==> config.mk <==
export PLATFORM = sky130hd
export DESIGN_NAME = rff_div_cell
export DESIGN_NICKNAME = d
export VERILOG_FILES = /design/src/rtl/rff_pkg.sv /design/src/rtl/rff_div_cell.sv
export SDC_FILE = /design/constraint.sdc
export NUM_CORES = 1
export LEC_CHECK = 0
export BUFFER_PORTS_ARGS = -buffer_cell sky130_fd_sc_hd__buf_2
export CORE_MARGIN = 2
export CORE_UTILIZATION = 45
export CTS_BUF_LIST = sky130_fd_sc_hd__clkbuf_4 sky130_fd_sc_hd__clkbuf_8
export DETAILED_ROUTE_END_ITERATION = 8
export MAX_ROUTING_LAYER = met4
export PLACE_DENSITY_LB_ADDON = 0.25
export SLEW_MARGIN = 20
export SYNTH_ARGS = -nofsm -noshare
export SYNTH_HDL_FRONTEND = slang
export SYNTH_SLANG_ARGS = --single-unit
==> constraint.sdc <==
create_clock -name clk_i -period 3.13 [get_ports clk_i]
set_input_delay 0.1565 -clock clk_i [delete_from_list [all_inputs] [get_ports clk_i]]
set_output_delay 0.1565 -clock clk_i [all_outputs]
set_load 0.1 [all_outputs]
==> src/rtl/rff_pkg.sv <==
// Shared types, constants and helpers for the relative permeability / fractional flow unit.
package rff_pkg;

  // One quotient bit per divider cell.
  localparam int unsigned DIV_STEPS = 32;
  // Registered stages ahead of the output register: front end (4), phase divider,
  // mobility/slope post-processing (5), fraction divider.
  localparam int unsigned PIPE_DEPTH = 9 + 2 * DIV_STEPS;
  localparam int unsigned LANES = 4;

  localparam logic [15:0] ONE_Q15      = 16'h8000;
  localparam logic [30:0] MAX31        = 31'h7FFF_FFFF;
  localparam logic [32:0] MAX31_W33    = 33'h0_7FFF_FFFF;
  localparam logic [32:0] MIN32_MAG_W33 = 33'h0_8000_0000;
  localparam logic [31:0] MIN32_MAG    = 32'h8000_0000;
  localparam logic [31:0] LIN_SLOPE_HI = 32'h0000_8000;

  typedef enum logic [2:0] {
    CFG_KR_MODEL   = 3'd0,
    CFG_WATER_RES  = 3'd1,
    CFG_GAS_RES    = 3'd2,
    CFG_WATER_VISC = 3'd3,
    CFG_GAS_VISC   = 3'd4
  } cfg_idx_e;

  localparam logic [1:0] STATUS_OK         = 2'd0;
  localparam logic [1:0] STATUS_ZERO_TOTAL = 2'd1;
  localparam logic [1:0] STATUS_SATURATED  = 2'd2;

  // Partial state of one restoring division as it moves down the cell row.
  typedef struct packed {
    logic [63:0] rem;
    logic [31:0] lo;
    logic [31:0] quo;
    logic [63:0] den;
  } div_t;

  // Floor quotient plus round-half-up from the final remainder.
  function automatic logic [32:0] div_round(input div_t d);
    logic rnd;
    rnd = (d.rem >= (d.den - d.rem));
    return {1'b0, d.quo} + {32'd0, rnd};
  endfunction

endpackage

==> src/rtl/rff_div_cell.sv <==
// One restoring-division cell: resolves one quotient bit per clock while en_i is high.
module rff_div_cell (
  input  logic         clk_i,
  input  logic         en_i,
  input  rff_pkg::div_t d_i,
  output rff_pkg::div_t d_o
);

  rff_pkg::div_t d_d, d_q;
  logic [63:0] trial;
  logic        ge;

  always_comb begin
    trial     = {d_i.rem[62:0], d_i.lo[31]};
    ge        = (trial >= d_i.den);
    d_d.rem   = ge ? (trial - d_i.den) : trial;
    d_d.lo    = {d_i.lo[30:0], 1'b0};
    d_d.quo   = {d_i.quo[30:0], ge};
    d_d.den   = d_i.den;
  end

  always_ff @(posedge clk_i) begin
    if (en_i) begin
      d_q <= d_d;
    end
  end

  assign d_o = d_q;

endmodule

* After elaboration in Yosys (flattened, before gate mapping)
Cells that the tools add are included.
** Operators by class
- $add $sub $neg :: 1
- Multiply operators :: 0
- Divide/modulo/power cells :: 0
- $lt $le $gt $ge :: 1
- Equal/unequal tests :: 0
- Shifts and indexed selects :: 0
- Multiplexer cells :: 1
- Bitwise gates (word level) :: 0
- Reduce and logical (&&, ||, !) cells :: 0
** Operators by type and width (number)
- 64-bit greater-or-equal comparator :: 1
- 64-bit two-way mux :: 1
- 64-bit subtractor :: 1
** Storage, ports and cells
- Register bits after elaboration :: 191
- Latch bits :: 0
- RAM bits :: 0
- Bits in read-only memories :: 0
- Bits of input ports :: 194
- Output and inout bits :: 192
- Logic and storage cells :: 7
- Memories :: 0

* Longest topological paths before layout
- Depth after elaboration :: 2
- Mapped depth :: 14
- Gate-level depth less buffers :: 13

* Worst setup path after synthesis
No wires, ideal clock.
- Kind :: input to register
- Start :: input port d_i[127] (netlist bit)
- End :: register d_q (netlist bit d_o[184]) (data pin)
- Setup time :: 0.174 ns
- Arrival time :: 2.889 ns
- Data required time :: 2.956 ns
- Setup slack :: 0.067 ns
- Cell stages on the path :: 13
- Buffers on the path :: 0
- Cell sequence :: inv_1 > ha_1 > fa_1 > nand2b_1 > a21oi_1 > o2111ai_1 > o21ai_1 > a21oi_1 > o31ai_1 > a41oi_1 > a21boi_1 > mux2_2 > a311oi_1
** RTL lines
- start: declaration :: line rff_div_cell.sv:5 : input rff_pkg::div_t d_i,
- end signal: assignment :: line rff_div_cell.sv:24 : d_q <= d_d;
- end: declaration :: line rff_div_cell.sv:9 : rff_pkg::div_t d_d, d_q;

==> results.tsv <==
stage	metric	value	unit
run_status	outcome	complete, no violations	
place	place_congestion	0.929	
timing	tightest_slew	674	ps
worst_setup_path	critical_path_class	input port to flop	
synthesis	yosys_warnings	0	
worst_setup_path	cp_slowest_stage_delay	540	ps
synthesis	syn_inst	996	
timing	setup_violations	0	
place	dp_hpwl	25100	um
cts	ctsHtreeMaxLevel	4	
place	pre_cts_ws	-241	ps
cts	numCtsBuffers	17	
synthesis	yosysTopAreaCellShare	54.4	%
floorplanning	initial_core_util	45.3	%
worst_setup_path	startpoint_type	input port	
timing	relSlewSlack	55.1	%
power_and_ir_drop	ir_worst_vdd	0.337	mV
timing	hold_violations	0	
min_path	min_path_type	input port to flop	
cells_and_area	largest_register_ffs	191	
power_and_ir_drop	p_per_area	545	mW/mm^2
synthesis	syn_area	0.0105	mm^2
cells_and_area	seq_area	0.00574	mm^2
routing	routedWlPerCell	18.1	um
routing	wl	36300	um
power_and_ir_drop	p_leak	7.17	nW
timing	slew_violations	0	
cts	clockRootBuffer	clkbuf_8	
synthesis	synthesis.nets	1255	
synthesis	yosys-top-cells-area	edfxtp_1, ha_1, o21ai_0, nand2_1, a21oi_1	
cts	clk_pin_slew	120	ps
cells_and_area	final_nets	1920	
synthesis	synth_edf_count	191	
worst_setup_path	crit_chain	dlygate4sd3_1, buf_2, inv_1, ha_1, buf_4, nand4_1, nor2_1, a22oi_1, o2111ai_2, a21oi_1, o31ai_2, a21oi_4, buf_6, nor2b_1, mux2_4, a311oi_2	
floorplanning	die_y	157	um
floorplanning	core	0.0233	mm^2
synthesis	synth_largest_area_cell	edfxtp_1	
grt	grt-ovfl-total	0	
timing	finalCritPeriodShare	97.4	%
grt	track_usage	28.8	%
floorplanning	die_x	157	um
timing	layout_setup_ws	81.5	ps
routing	vias	10400	
worst_setup_path	worstPathArrival	3340	ps
cells_and_area	area_delta_synth_final	53.9	%
routing	drc	0	
worst_setup_path	worstPathRequired	3430	ps
timing	period_minus_slack	3050	ps
routing	postRouteAntennaNets	0	
worst_setup_path	endpoint_kind	flop	
floorplanning	rows	56	
synthesis	synth_most_common_cell	edfxtp_1	
grt	grt_pass1_vias	10200	
worst_setup_path	path_delay_family	compound AO/OA/AOI/OAI gates	
worst_setup_path	path_max_fanout	7	
grt	grt_pass1_wl	53300	um
timing	fin_setup_tns	0	ps
synthesis	synth-seq-cells	191	
cells_and_area	multi_input_comb_area	0.00459	mm^2
cells_and_area	final_util	69.8	%
synthesis	syn_avg_cell_area	10.6	um^2
min_path	whs_path_depth	3	
flow_run	cap_violations	0	
routing	drt-initial-drc-count	779	
cts	cts_buffer_depth	2	
floorplanning	die_area	0.0247	mm^2
synthesis	async_reset_ff_share	0	%
worst_setup_path	cp_num_cells	16	
timing	rsz0062_at_grt	true	
routing	viasPerCell	5.17	
grt	grt_max_degree	76	
timing	max_freq	0.328	GHz
cells_and_area	fill_cells	1783	
synthesis	synthDistinctLibCells	61	
floorplanning	ios	386	
cts	cts_tree	yes	
routing	drt_pass1_iterations	5	
worst_setup_path	worst-path-buf-inv	5	
cells_and_area	final_layout_size_suffix_gt1_share	35.5	%
worst_setup_path	slowest_stage	dlygate4sd3_1	
synthesis	synth-main-ff-cell	edfxtp_1	
cts	clock-sinks	191	
synthesis	yosysSeqAreaShare	54.4	%
synthesis	synth_common_cells	edfxtp_1, nand2_1, o21ai_0	
place	io_buffers	382	
grt	antenna_found_initial	9	
==> timing repair <==
item	4_1_cts	5_1_grt
endpoints found under the setup margin	0	48
setup buffers	0	4
hold buffers	178	0
endpoints found under the hold margin	178	0
resized for setup	0	50
==> power breakdown <==
| group | total [mW] | switching, mW | internal (mW) |
|---|---|---|---|
| Combinational | 3.87 | 2.86 | 1.01 |
| Sequential | 3.20 | 0.0738 | 3.13 |
| Clock | 1.77 | 1.13 | 0.638 |
| Total | 8.84 | 4.07 | 4.77 |
==> worst min-delay path: stages <==
cell	delay, ps
buf_2	100
nand2_1	50
o21ai_0	80
==> final timing paths <==
path | from | to | slack (ps)
min | d_i[136] | d_o[137] | 30
max | d_i[44] | d_o[179] | 80
==> layer usage <==
layer / vias to the layer above / share of wire, % / global-route usage [%] / wire length (um)
li1: 4988 / - / - / -
met1: 4934 / 41 / 34.0 / 14800
met2: 391 / 51 / 50.3 / 18400
met3: 47 / 6.6 / 5.95 / 2400
met4: 0 / 1.8 / 7.58 / 650
met5: - / 0 / - / 0
==> layout make-up <==
cell class / instances / share of cell area (%)
Tap cell: 319 / 2.46
Inverter: 78 / 1.80
Clock buffer: 18 / 1.49
Sequential cell: 191 / 35.3
Timing Repair Buffer: 689 / 29.3
Antenna cell: 10 / 0.154
Clock inverter: 14 / 1.14
Multi-Input combinational cell: 684 / 28.3
==> logic make-up after synthesis <==
logic type                 share of synthesized area, %
muxes                                             0.736
other                                            0.0356
xor gates and xnor gates                           4.65
adders and majority gates                          7.78
AOI/OAI and AO/OA                                  15.8
and+or+nand+nor                                    12.1
DFF                                                54.4
buffers and inverters                              4.48
==> per-stage QoR <==
stage	std cells	power, mW	area (um^2)	hold slack, ps
2_1_floorplan	996	5.93	10500	255
3_3_place_gp	1779	6.81	13700	333
3_5_place_dp	1779	6.83	13700	335
4_1_cts	1989	8.76	15900	8.54
5_1_grt	2002	9.16	16200	13.6
6_report	2003	8.84	16200	25.2
==> layout by cell type, fill, tap and decap left out, types with 3 or more instances in the layout <==
master	synthesis	routed
buf_2	6	381
a21oi_4	0	3
diode_2	0	10
nor3_1	14	13
inv_6	0	5
o21ai_0	103	100
nand3_1	19	19
o21a_1	11	11
edfxtp_1	191	191
nor2b_1	9	9
nor3b_1	4	3
a21oi_1	80	69
o211ai_1	7	7
xnor2_1	31	31
mux2_2	6	5
nand2b_1	8	8
ha_1	64	58
a31oi_1	7	5
o21bai_1	14	14
nand4_1	20	20
a21o_1	15	15
inv_1	77	77
and4_1	4	3
ha_4	0	4
and3_1	6	6
o21ai_1	5	8
a21oi_2	2	10
clkbuf_8	0	18
nand2_1	115	113
xor2_1	25	25
dlygate4sd3_1	0	178
o31ai_1	8	6
buf_12	0	5
nor2_1	58	57
a211oi_1	5	4
buf_4	1	121
clkinv_8	0	6
(Power assumes the default switching activity.)
